==> src/sv/assert_macros.svh <==
// ----------------------------------------------------------------------------
// Assertion macros
// Shared wrappers for clocked concurrent assertions used across the RTL.
// ----------------------------------------------------------------------------
`ifndef ASSERT_MACROS_SVH
`define ASSERT_MACROS_SVH

// Clocked assertion that is switched off while reset is high.
`define ASSERT_CLK(label, clk, rst, prop, msg) \
   label: assert property (@(posedge clk) disable iff (rst) prop) else $error(msg);

// Clocked assertion that is checked at every edge, reset included.
`define ASSERT_ALWAYS(label, clk, prop, msg) \
   label: assert property (@(posedge clk) prop) else $error(msg);

`endif

==> src/sv/adl_pkg.sv <==
// ----------------------------------------------------------------------------
// Adler-32 package
// Constants, types and helper functions shared by the checksum datapath.
// ----------------------------------------------------------------------------
`default_nettype none

package adl_pkg;

   localparam int LANES_MAX     = 16;
   localparam int LANES_DEFAULT = 16;

   localparam logic [15:0] ADLER_MOD = 16'd65521;

   // Field widths of the channels.
   localparam int DATA_W  = 64;
   localparam int CNT_W   = 5;
   localparam int START_W = 32;
   localparam int SUM_W   = 16;

   // Widths of the lane products and merged totals, sized for the widest
   // configuration so that every lane count fits.
   localparam int PROD_W  = 12;   // 16 * 255
   localparam int TOTAL_W = 12;   // 16 * 255
   localparam int WSUM_W  = 16;   // 255 * 136
   localparam int ACC_W   = 21;   // 65520 + 16 * 65520 + 34680

   // 2^16 modulo 65521, used to fold the upper bits of a wide sum.
   localparam logic [4:0] FOLD_K = 5'd15;

   typedef struct packed {
      logic [7:0]        byte_val;
      logic [PROD_W-1:0] product;
   } lane_out_type;

   typedef struct packed {
      logic [CNT_W-1:0]   count;
      logic [TOTAL_W-1:0] byte_total;
      logic [WSUM_W-1:0]  weighted;
      logic [SUM_W-1:0]   start_a;
      logic [SUM_W-1:0]   start_b;
      logic               first;
      logic               last;
   } stage_type;

   // Reduces a value below twice the modulus into the range 0..65520.
   function automatic logic [SUM_W-1:0] mod_reduce(input logic [SUM_W:0] value);
      logic [SUM_W:0] diff;
      diff = value - {1'b0, ADLER_MOD};
      if (value >= {1'b0, ADLER_MOD}) begin
         mod_reduce = diff[SUM_W-1:0];
      end else begin
         mod_reduce = value[SUM_W-1:0];
      end
   endfunction

endpackage

`default_nettype wire

==> src/sv/adl_if.sv <==
// ----------------------------------------------------------------------------
// Adler-32 channel interfaces
// Valid/ready channels for the request items and the checksum results.
// ----------------------------------------------------------------------------
`default_nettype none

interface adl_req_if;
   import adl_pkg::*;

   logic                 valid;
   logic                 ready;
   logic [DATA_W-1:0]    data_low;
   logic [DATA_W-1:0]    data_high;
   logic [CNT_W-1:0]     byte_count;
   logic                 first;
   logic                 last;
   logic [START_W-1:0]   start_value;

   modport source (
      output valid, data_low, data_high, byte_count, first, last, start_value,
      input  ready
   );

   modport sink (
      input  valid, data_low, data_high, byte_count, first, last, start_value,
      output ready
   );
endinterface

interface adl_rsp_if;
   import adl_pkg::*;

   logic               valid;
   logic               ready;
   logic [START_W-1:0] checksum;

   modport source (
      output valid, checksum,
      input  ready
   );

   modport sink (
      input  valid, checksum,
      output ready
   );
endinterface

`default_nettype wire

==> src/sv/adl_lane.sv <==
// ----------------------------------------------------------------------------
// Adler-32 byte lane
// Masks one stream byte by the item's byte count and weights it by position.
// ----------------------------------------------------------------------------
`default_nettype none

module adl_lane #(
   parameter int INDEX = 0
) (
   input  wire logic [7:0]               byte_in,
   input  wire logic [adl_pkg::CNT_W-1:0] count,
   output adl_pkg::lane_out_type         lane_out
);
   import adl_pkg::*;

   logic                   active;
   logic [CNT_W-1:0]       weight;
   logic [CNT_W+7:0]       prod_full;

   // A byte counts only when it lies inside the item; its weight is the
   // number of bytes from it to the end of the item, itself included.
   always_comb begin
      active    = CNT_W'(INDEX) < count;
      weight    = count - CNT_W'(INDEX);
      prod_full = {8'b0, weight} * {{CNT_W{1'b0}}, byte_in};
      if (active) begin
         lane_out.byte_val = byte_in;
         lane_out.product  = PROD_W'(prod_full);
      end else begin
         lane_out.byte_val = 8'd0;
         lane_out.product  = '0;
      end
   end

endmodule

`default_nettype wire

==> src/sv/adl_merge.sv <==
// ----------------------------------------------------------------------------
// Adler-32 lane merge
// Adds the lane results into the item's byte total and weighted total.
// ----------------------------------------------------------------------------
`default_nettype none

module adl_merge #(
   parameter int LANES = adl_pkg::LANES_DEFAULT
) (
   input  wire adl_pkg::lane_out_type         lane_res [LANES],
   output logic [adl_pkg::TOTAL_W-1:0]        byte_total,
   output logic [adl_pkg::WSUM_W-1:0]         weighted
);
   import adl_pkg::*;

   always_comb begin
      byte_total = '0;
      weighted   = '0;
      for (int i = 0; i < LANES; i++) begin
         byte_total = byte_total + TOTAL_W'(lane_res[i].byte_val);
         weighted   = weighted + WSUM_W'(lane_res[i].product);
      end
   end

endmodule

`default_nettype wire

==> src/sv/adl_accum.sv <==
// ----------------------------------------------------------------------------
// Adler-32 accumulator
// Holds the two running sums and updates them modulo 65521 once per item.
// ----------------------------------------------------------------------------
`default_nettype none
`include "assert_macros.svh"

module adl_accum (
   input  wire logic                          clock,
   input  wire logic                          reset,
   input  wire logic                          commit,
   input  wire adl_pkg::stage_type            stage,
   output logic [adl_pkg::START_W-1:0]        next_checksum
);
   import adl_pkg::*;

   logic [SUM_W-1:0] sum_a_ff, sum_a_in;
   logic [SUM_W-1:0] sum_b_ff, sum_b_in;

   logic [SUM_W-1:0]       base_a, base_b;
   logic [SUM_W:0]         a_raw;
   logic [ACC_W-1:0]       b_raw;
   logic [ACC_W-SUM_W-1:0] b_hi;
   logic [SUM_W:0]         b_fold;

   // The sum of the second half is reduced by folding: 2^16 is 15 modulo
   // 65521, so the upper bits return multiplied by 15, which leaves a value
   // below twice the modulus for the final compare and subtract.
   always_comb begin
      base_a   = stage.first ? stage.start_a : sum_a_ff;
      base_b   = stage.first ? stage.start_b : sum_b_ff;
      a_raw    = {1'b0, base_a} + (SUM_W+1)'(stage.byte_total);
      b_raw    = ACC_W'(base_b) + ACC_W'(stage.count) * ACC_W'(base_a)
                 + ACC_W'(stage.weighted);
      b_hi     = b_raw[ACC_W-1:SUM_W];
      b_fold   = (SUM_W+1)'(b_hi) * (SUM_W+1)'(FOLD_K) + {1'b0, b_raw[SUM_W-1:0]};
      sum_a_in = mod_reduce(a_raw);
      sum_b_in = mod_reduce(b_fold);
      next_checksum = {sum_b_in, sum_a_in};
   end

   always_ff @(posedge clock) begin
      if (reset) begin
         sum_a_ff <= 16'd1;
         sum_b_ff <= 16'd0;
      end else if (commit) begin
         sum_a_ff <= sum_a_in;
         sum_b_ff <= sum_b_in;
      end
   end

   `ASSERT_CLK(a_sums_reduced, clock, reset,
      (sum_a_ff < ADLER_MOD) && (sum_b_ff < ADLER_MOD),
      "running sums left the modulus range")
   `ASSERT_CLK(a_empty_first_loads, clock, reset,
      (commit && stage.first && stage.count == '0) |=>
      (sum_a_ff == $past(stage.start_a) && sum_b_ff == $past(stage.start_b)),
      "empty first item did not load the start value")
   `ASSERT_ALWAYS(a_reset_value, clock,
      $past(reset) |-> (sum_a_ff == 16'd1 && sum_b_ff == 16'd0),
      "sums not at their reset value")

endmodule

`default_nettype wire

==> src/sv/adler32_16byte_lanes_unit.sv <==
// ----------------------------------------------------------------------------
// Adler-32 checksum unit, sixteen byte lanes
// Streams up to LANES bytes per item into a running Adler-32 checksum.
// ----------------------------------------------------------------------------
// Usage:
//   The req channel carries one item per handshake: up to LANES stream bytes
//   in data_low and data_high (earliest byte in the lowest bits), the number
//   of valid leading bytes, a first flag that reloads the sums from
//   start_value, and a last flag that asks for the checksum.
//   The rsp channel carries one checksum item for each item flagged last.
//   An accepted item is registered in stage one; when it advances, a last
//   item's checksum enters the output register, which drives rsp.valid.
//   Throughput: one item every cycle while req.ready is high, as the sum
//   update of one item is combinational ahead of the accumulator registers.
//   Reset (synchronous, active high) sets the sums to 1 and 0 and empties
//   the pipeline; a stream may then start with or without a first item.
//   When the receiver stalls, the checksum waits in the output register.
//   Items without the last flag still flow through; the unit only holds
//   req.ready low once a further last item would need that full register.
// ----------------------------------------------------------------------------
`default_nettype none
`include "assert_macros.svh"

module adler32_16byte_lanes_unit #(
   parameter int LANES = adl_pkg::LANES_DEFAULT
) (
   input  wire logic  clock,
   input  wire logic  reset,
   adl_req_if.sink    req,
   adl_rsp_if.source  rsp
);
   import adl_pkg::*;

   // Byte count clipped to the number of lanes; bytes past it are ignored.
   logic [CNT_W-1:0] count_sat;

   lane_out_type       lane_res [LANES];
   logic [TOTAL_W-1:0] byte_total;
   logic [WSUM_W-1:0]  weighted;

   // Stage one register holds the merged lane totals of one item.
   logic      s1_valid_ff, s1_valid_in;
   stage_type s1_ff, s1_in;

   // Output register holds a checksum until the receiver takes it.
   logic               out_valid_ff, out_valid_in;
   logic [START_W-1:0] out_data_ff, out_data_in;

   logic               accept;
   logic               advance;
   logic [START_W-1:0] next_checksum;

   assign count_sat = (req.byte_count > CNT_W'(LANES)) ? CNT_W'(LANES) : req.byte_count;

   // One lane per byte position, each weighting its own byte.
   for (genvar i = 0; i < LANES; i++) begin : g_lane
      logic [7:0] lane_byte;
      if (i < 8) begin : g_low
         assign lane_byte = req.data_low[i*8 +: 8];
      end else begin : g_high
         assign lane_byte = req.data_high[(i-8)*8 +: 8];
      end
      adl_lane #(.INDEX(i)) u_lane (
         .byte_in  (lane_byte),
         .count    (count_sat),
         .lane_out (lane_res[i])
      );
   end

   adl_merge #(.LANES(LANES)) u_merge (
      .lane_res   (lane_res),
      .byte_total (byte_total),
      .weighted   (weighted)
   );

   // The item in stage one moves on unless it carries a checksum and the
   // output register is occupied by one the receiver is not taking now.
   always_comb begin
      advance   = s1_valid_ff && (!s1_ff.last || !out_valid_ff || rsp.ready);
      req.ready = !s1_valid_ff || advance;
      accept    = req.valid && req.ready;

      s1_in.count      = count_sat;
      s1_in.byte_total = byte_total;
      s1_in.weighted   = weighted;
      s1_in.start_a    = mod_reduce({1'b0, req.start_value[SUM_W-1:0]});
      s1_in.start_b    = mod_reduce({1'b0, req.start_value[START_W-1:SUM_W]});
      s1_in.first      = req.first;
      s1_in.last       = req.last;

      if (accept) begin
         s1_valid_in = 1'b1;
      end else if (advance) begin
         s1_valid_in = 1'b0;
      end else begin
         s1_valid_in = s1_valid_ff;
      end

      if (advance && s1_ff.last) begin
         out_valid_in = 1'b1;
         out_data_in  = next_checksum;
      end else begin
         out_valid_in = out_valid_ff && !rsp.ready;
         out_data_in  = out_data_ff;
      end
   end

   adl_accum u_accum (
      .clock         (clock),
      .reset         (reset),
      .commit        (advance),
      .stage         (s1_ff),
      .next_checksum (next_checksum)
   );

   always_ff @(posedge clock) begin
      if (reset) begin
         s1_valid_ff  <= 1'b0;
         out_valid_ff <= 1'b0;
      end else begin
         s1_valid_ff  <= s1_valid_in;
         out_valid_ff <= out_valid_in;
      end
   end

   always_ff @(posedge clock) begin
      if (accept) begin
         s1_ff <= s1_in;
      end
      out_data_ff <= out_data_in;
   end

   assign rsp.valid    = out_valid_ff;
   assign rsp.checksum = out_data_ff;

   `ASSERT_CLK(a_hold_on_full_output, clock, reset,
      (s1_valid_ff && s1_ff.last && out_valid_ff && !rsp.ready) |-> !req.ready,
      "last item would overwrite a waiting checksum")
   `ASSERT_CLK(a_result_from_last, clock, reset,
      $rose(out_valid_ff) |-> $past(advance && s1_ff.last),
      "checksum offered without a last item")
   `ASSERT_CLK(a_nonlast_flows, clock, reset,
      (s1_valid_ff && !s1_ff.last) |-> req.ready,
      "item without last flag stalled the input")

endmodule

`default_nettype wire
==> src/flat_wrapper.sv <==
// flat-port wrapper written by rule: the top's interface ports become plain ports
module adler32_16byte_lanes_unit_flat import adl_pkg::*;
#(
   parameter int LANES = adl_pkg::LANES_DEFAULT
)
  (clock, reset, req_valid, req_data_low, req_data_high, req_byte_count, req_first, req_last, req_start_value, req_ready, rsp_valid, rsp_checksum, rsp_ready);
  adl_req_if req_i ();
  adl_rsp_if rsp_i ();
  input  wire logic clock;
  input  wire logic reset;
  input wire logic [$bits(req_i.valid)-1:0] req_valid;
  input wire logic [$bits(req_i.data_low)-1:0] req_data_low;
  input wire logic [$bits(req_i.data_high)-1:0] req_data_high;
  input wire logic [$bits(req_i.byte_count)-1:0] req_byte_count;
  input wire logic [$bits(req_i.first)-1:0] req_first;
  input wire logic [$bits(req_i.last)-1:0] req_last;
  input wire logic [$bits(req_i.start_value)-1:0] req_start_value;
  output wire logic [$bits(req_i.ready)-1:0] req_ready;
  output wire logic [$bits(rsp_i.valid)-1:0] rsp_valid;
  output wire logic [$bits(rsp_i.checksum)-1:0] rsp_checksum;
  input wire logic [$bits(rsp_i.ready)-1:0] rsp_ready;
  assign req_i.valid = req_valid;
  assign req_i.data_low = req_data_low;
  assign req_i.data_high = req_data_high;
  assign req_i.byte_count = req_byte_count;
  assign req_i.first = req_first;
  assign req_i.last = req_last;
  assign req_i.start_value = req_start_value;
  assign req_ready = req_i.ready;
  assign rsp_valid = rsp_i.valid;
  assign rsp_checksum = rsp_i.checksum;
  assign rsp_i.ready = rsp_ready;
  adler32_16byte_lanes_unit #(.LANES(LANES)) u_core (.clock(clock), .reset(reset), .req(req_i), .rsp(rsp_i));
endmodule
==> config.mk <==
export PLATFORM = sky130hd
export DESIGN_NAME = adler32_16byte_lanes_unit_flat
export DESIGN_NICKNAME = d
export VERILOG_FILES = /design/src/sv/adl_pkg.sv /design/src/sv/adl_if.sv /design/src/sv/adl_lane.sv /design/src/sv/adl_merge.sv /design/src/sv/adl_accum.sv /design/src/sv/adler32_16byte_lanes_unit.sv /design/src/flat_wrapper.sv
export VERILOG_INCLUDE_DIRS = /design/src /design/src/sv
export SDC_FILE = /design/constraint.sdc
export NUM_CORES = 2
export LEC_CHECK = 0
export BUFFER_PORTS_ARGS = -buffer_cell sky130_fd_sc_hd__buf_2
export CAP_MARGIN = 20
export CORE_ASPECT_RATIO = 0.8
export CORE_MARGIN = 5
export CORE_UTILIZATION = 39
export DETAILED_ROUTE_END_ITERATION = 12
export PLACE_DENSITY = 0.66
export SLEW_MARGIN = 40
export SYNTH_ARGS = -nofsm -noshare
export SYNTH_HDL_FRONTEND = slang
export SYNTH_SLANG_ARGS = --single-unit
==> constraint.sdc <==
create_clock -name clock -period 21.5 [get_ports clock]
set_clock_uncertainty 0.05 [all_clocks]
set_input_delay 1.075 -clock clock [delete_from_list [all_inputs] [get_ports clock]]
set_output_delay 1.075 -clock clock [all_outputs]
set_load 0.005 [all_outputs]
== Yosys cells after proc, flatten, opt, wreduce, memory -nomap -nowiden ==
Index checks and enable logic that the tools add are counted.

* Flip-flop bits (word level): 133
* Input bits: 171
* Output and inout bits: 34
* Logic and storage cells: 142

* $add $sub $neg: 53
* Multipliers: 18
* Magnitude comparators: 21
* Mux-type cells: 26
* Reduce and logical (&&, ||, !) cells: 12

{| class="wikitable"
|+ Operators by type and width
! cell !! number
|-
| 20-bit 2-to-1 mux || 16
|-
| 5-bit by 8-bit multiplier with 12-bit output || 16
|-
| 16-bit by 12-bit adder with 16-bit output || 11
|-
| 12-bit by 8-bit adder with 12-bit output || 11
|-
| 16-bit 2-to-1 mux || 6
|-
| 16-bit subtractor, second input constant || 4
|-
| 4-bit by 5-bit < comparator with 1-bit output, first input constant || 8
|-
| 5-bit by 4-bit subtractor with 5-bit output, second input constant || 8
|-
| 17-bit by 16-bit >= comparator with 1-bit output, second input constant || 2
|-
| 16-bit >= comparator, second input constant || 2
|-
| 16-bit by 21-bit adder with 21-bit output || 1
|-
| 21-bit by 16-bit adder with 21-bit output || 1
|-
| 5-bit by 16-bit multiplier with 21-bit output || 1
|-
| 3-bit by 5-bit < comparator with 1-bit output, first input constant || 4
|-
| 5-bit by 3-bit subtractor with 5-bit output, second input constant || 4
|-
| 16-bit by 12-bit adder with 17-bit output || 1
|-
| 9-bit by 16-bit adder with 17-bit output || 1
|-
| 15-bit by 12-bit adder with 16-bit output || 1
|-
| 14-bit by 12-bit adder with 15-bit output || 1
|-
| 13-bit by 12-bit adder with 14-bit output || 1
|-
| 12-bit by 12-bit adder with 13-bit output || 1
|-
| 11-bit by 8-bit adder with 12-bit output || 1
|-
| 10-bit by 8-bit adder with 11-bit output || 1
|-
| 9-bit by 8-bit adder with 10-bit output || 1
|-
| 13 further kinds || 26
|}

== Depth between registers and ports, before layout ==
* Depth in word-level cells: 20
* Gate-level depth with buffers: 44
* Mapped depth without buffers: 40

== Hierarchy ==
From an unflattened synthesis, not the netlist that was laid out.

* Cells, all modules: 4729
* Area, all modules: 41703.7 um2

{| class="wikitable"
|+ Modules (own cells, without submodules)
! module !! instances !! cells an instance !! area an instance (um2) !! sequential area each (um2)
|-
| adl_merge || 1 || 826 || 8180.3 || 0.0
|-
| adl_accum || 1 || 979 || 8065.2 || 640.6
|-
| adler32_16byte_lanes_unit || 1 || 183 || 3613.5 || 3012.9
|-
| adl_lane at u_core.g_lane[6].u_lane ... || 2 || 171 || 1372.6 || 0.0
|-
| adl_lane at u_core.g_lane[1].u_lane || 1 || 176 || 1416.4 || 0.0
|-
| adl_lane at u_core.g_lane[3].u_lane || 1 || 174 || 1408.9 || 0.0
|-
| adl_lane at u_core.g_lane[13].u_lane || 1 || 174 || 1398.8 || 0.0
|-
| adl_lane at u_core.g_lane[9].u_lane || 1 || 177 || 1397.6 || 0.0
|-
| adl_lane at u_core.g_lane[10].u_lane || 1 || 173 || 1388.8 || 0.0
|-
| adl_lane at u_core.g_lane[2].u_lane || 1 || 174 || 1380.1 || 0.0
|-
| adl_lane at u_core.g_lane[11].u_lane || 1 || 174 || 1370.1 || 0.0
|-
| adl_lane at u_core.g_lane[14].u_lane || 1 || 169 || 1363.8 || 0.0
|-
| adl_lane at u_core.g_lane[15].u_lane || 1 || 172 || 1358.8 || 0.0
|-
| adl_lane at u_core.g_lane[4].u_lane || 1 || 170 || 1357.6 || 0.0
|-
| 4 more rows || -- || -- || -- || --
|}

== Worst setup path before layout ==
No wires, ideal clock.

* Path type: input to register
* From: input req_byte_count[4]
* To: register u_core.s1_ff[49] in the netlist's numbering (data pin)
* Library setup time: 258 ps
* Arrival time: 10880 ps
* Data required time: 21192 ps
* Path slack: 10313 ps
* Stages on the path: 43
* Path buffers: 5
* Cells stage by stage: clkbuf_1 -> inv_2 -> nand2_1 -> inv_1 -> buf_1 -> clkbuf_1 -> ha_1 -> clkbuf_1 -> inv_1 -> xnor2_1 -> clkbuf_1 -> nand2_1 -> fa_1 -> fa_1 -> fa_1 -> inv_1 -> ha_1 -> nor2b_1 -> [7 not listed] -> xnor2_1 -> nand2_1 -> fa_1 -> inv_1 -> fa_1 -> fa_1 -> fa_1 -> fa_1 -> inv_1 -> fa_1 -> inv_1 -> ha_1 -> nand2_1 -> o21ai_0 -> or4_1 -> a31o_2 -> a21oi_1 -> xnor2_1

{| class="wikitable"
|+ RTL lines
! what !! line !! RTL
|-
| start: declaration || flat_wrapper.sv:14 || <nowiki>input wire logic [$bits(req_i.byte_count)-1:0] req_byte_count;</nowiki>
|-
| end signal: assignment || adler32_16byte_lanes_unit.sv:128 || <nowiki>s1_ff <= s1_in;</nowiki>
|-
| end: declaration || adler32_16byte_lanes_unit.sv:43 || <nowiki>stage_type s1_ff, s1_in;</nowiki>
|}

==> summary.txt <==
Min-Delay Endpoint = u_core.u_accum.sum_a_ff[15]
Max Slew Vio Count = 0
Critical path fanouts, max = 64
Finished Core Util = 42.5%
# rows = 102
Bufs on Longest Clock Path = 2
Cell mode on critical path = fa_1
Post-CTS Setup Inserts = 0
Post-synth EDFFs = 99
Hold_sp = u_core.u_accum.sum_a_ff[15]
Max_slew headroom = 41.3%
Placed Area = 40,600 um2
Most frequent cell after synthesis = inv_1
Warnings from Yosys = 0
Final GP Congestion = 0.967
Via count = 29,400
CP peak stage delay = 0.64 ns
CTS resizes = 0
Area delta synth->final = 8.10%
Max Freq = 80.1 MHz
Async S/R FF share, synth = 0%
Initial antenna violation count = 20
M2 GR Usage = 32.2%
GR Overflow Total = 0
Share of post-route cells with drive strength above 1 = 7.38%
HP Class = reg2reg
Routed wire length = 109,000 um
Dominant synthesized flop cell = edfxtp_1
Hold violation total from the final report = 0
Setup TNS = 0 ns
Clock period minus worst slack = 12.48 ns
Element type at the critical path end = flip-flop
Cts bufs inserted = 17
Clock Sinks = 133
Run status = complete, no violations
Number of global-route vias before repair = 29,700
Routed len/inst = 18.7 um
Largest net degree at the start of global routing = 68
Grt met3 use = 4.26%
Worst r2r dst = u_core.u_accum.sum_b_ff[7]
CP max stage cell = nand2_1
Placed wire-length estimate = 92,300 um
Final period utilization = 58.1%
Top cells by count, synth = 867 x inv_1, 627 x fa_1, 568 x nand2_1, 452 x ha_1, 330 x and2_1
Iter 0 DRT Violations = 2,161
Clock Latency Late Sink = 0.43 ns
# IOs = 205
Top Usage Layer GRT = met2
Die width = 359 um
R2R setup slack = 10.02 ns
CP Data Arrival Time = 12.62 ns
Clk root buf = clkbuf_16
Unique cell type count in the Yosys netlist = 78
CP Data Required Time = 21.64 ns
Port bufs = 204
CP startpoint kind = input pin
Vias per cell = 5.08
Initial Utilization = 39.3%
Clock slew at reported path FFs = 0.07 ns
Syn Nets = 5,574
CTS tree = done
Syn_area_per_cell = 8.81 um2
GR Layer Usage met1 = 31.0%
R2R Path Start = u_core.s1_ff[1]
Max cap viols = 0
DRC Markers = 0
Overall Global Routing Usage = 20.9%
Post-synthesis cell count = 4,324
Final setup fails = 0
Area fraction of the dominant cell type after synthesis = 33.0%
Final Cell Area = 41,200 um2
First-pass GRT wire length = 172,000 um
FF+latch count, synth = 133
Pre-antenna DRT Iters = 6
RSZ-0062 raised after global routing = no
Routed Antenna Nets = 0
Sequential share of the synthesized area = 9.59%
Min Hold Slack = 0.406 ns
Core Area = 96,900 um2
CTS hold repair buffers = 0
Critical Setup Path Class = in2reg
Worst slew pin tran = 0.875 ns
Synth area leaders = fa_1 33%, ha_1 15%, inv_1 8.5%
Post-synthesis instance area = 38,100 um2
Length in cells of the worst reg-to-reg path = 36
H-tree Lvls = 4
Nets = 5,722
Hold depth = 2
Area leader, netlist = fa_1
Die span in y = 290 um
Die area = 104,000 um2
cells by family (layout without fill, tap and decap cells):
group	after synthesis	in the layout	share of synthesized area, %
AND/OR/NAND/NOR	1383	1383	18.0
adder cells (fa/ha/maj)	1080	1080	47.8
buffers and inverters	970	1131	9.57
AO/OA/AOI/OAI	449	449	7.64
XOR/XNOR	265	265	6.11
flip-flops	133	133	9.59
multiplexers	44	44	1.23
other	0	9	0
worst max-delay path: cells and delay by family:
| kind | cells | cell delay [ns] |
|---|---|---|
| and+or+nand+nor | 10 | 2.05 |
| adders and majority gates | 12 | 5.64 |
| AOI/OAI and AO/OA | 8 | 1.24 |
| buffers and inverters | 8 | 1.78 |
| xor gates and xnor gates | 3 | 0.74 |
layout make-up:
cell class                      count  area (um2)
Clock inverter                     10        75.1
Inverter                          870        3270
Fill cell                        9547       55700
Clock buffer                       22         454
Multi-Input combinational cell   3221       30900
Antenna cell                        9        22.5
Tap cell                         1300        1630
Timing Repair Buffer              229        1210
Sequential cell                   133        3650
state kept, by name, indices dropped and copies added (netlist names):
signal / count
u_core.rsp.valid: 1
u_core.rsp.checksum: 32
u_core.s1_valid_ff: 1
u_core.s1_ff: 67
u_core.u_accum.sum_b_ff: 16
u_core.u_accum.sum_a_ff: 16
stage by stage:
stage | setup WS, ns | cells
after global placement | 8.73 | 5752
after floorplan | 10.31 | 4324
after detailed placement | 8.59 | 5752
final | 9.02 | 5794
after CTS | 9.02 | 5784
after global routing | 8.43 | 5789
cells in the final DEF (no fill, tap or decap), types with 11 or more instances in the layout:
| cell type | count |
|---|---|
| inv_1 | 864 |
| fa_1 | 627 |
| nand2_1 | 567 |
| ha_1 | 451 |
| and2_1 | 329 |
| buf_2 | 204 |
| xnor2_1 | 201 |
| a21oi_1 | 174 |
| nor2b_1 | 156 |
| nor2_1 | 146 |
| edfxtp_1 | 99 |
| o21bai_1 | 83 |
| xor2_1 | 59 |
| nand2b_1 | 49 |
| o21ai_0 | 45 |
| a21o_1 | 43 |
| dfxtp_1 | 34 |
| nor3_1 | 24 |
| and3_1 | 24 |
| nand3_1 | 23 |
| mux2_2 | 23 |
| buf_4 | 22 |
| mux2i_1 | 21 |
| clkbuf_16 | 17 |
| o21a_1 | 16 |
| or3_1 | 14 |
| a31oi_1 | 12 |
| or2_2 | 11 |
worst max-delay path by stage:
stage                            from               end  slack, ns  cells past startpoint
finish              req_byte_count[4]  u_core.s1_ff[49]       9.02                     41
global route        req_byte_count[4]  u_core.s1_ff[49]       8.43                     41
detailed placement  req_byte_count[4]  u_core.s1_ff[49]       8.59                     41
CTS                 req_byte_count[4]  u_core.s1_ff[49]       9.02                     41
floorplan           req_byte_count[4]  u_core.s1_ff[49]      10.31                     43
global placement    req_byte_count[4]  u_core.s1_ff[49]       8.73                     41
routing by layer:
metal	vias to the layer above	part of all wire, %	routed length, um
met5	-	0.043	47
met4	8	1.9	2030
met3	125	8.9	9690
met2	1035	43	46400
met1	14600	46	50500
li1	13700	-	-
Power is left out: the tool's default activity adds up to more than one toggle a clock period on the data nets, which glitch-free logic cannot reach.
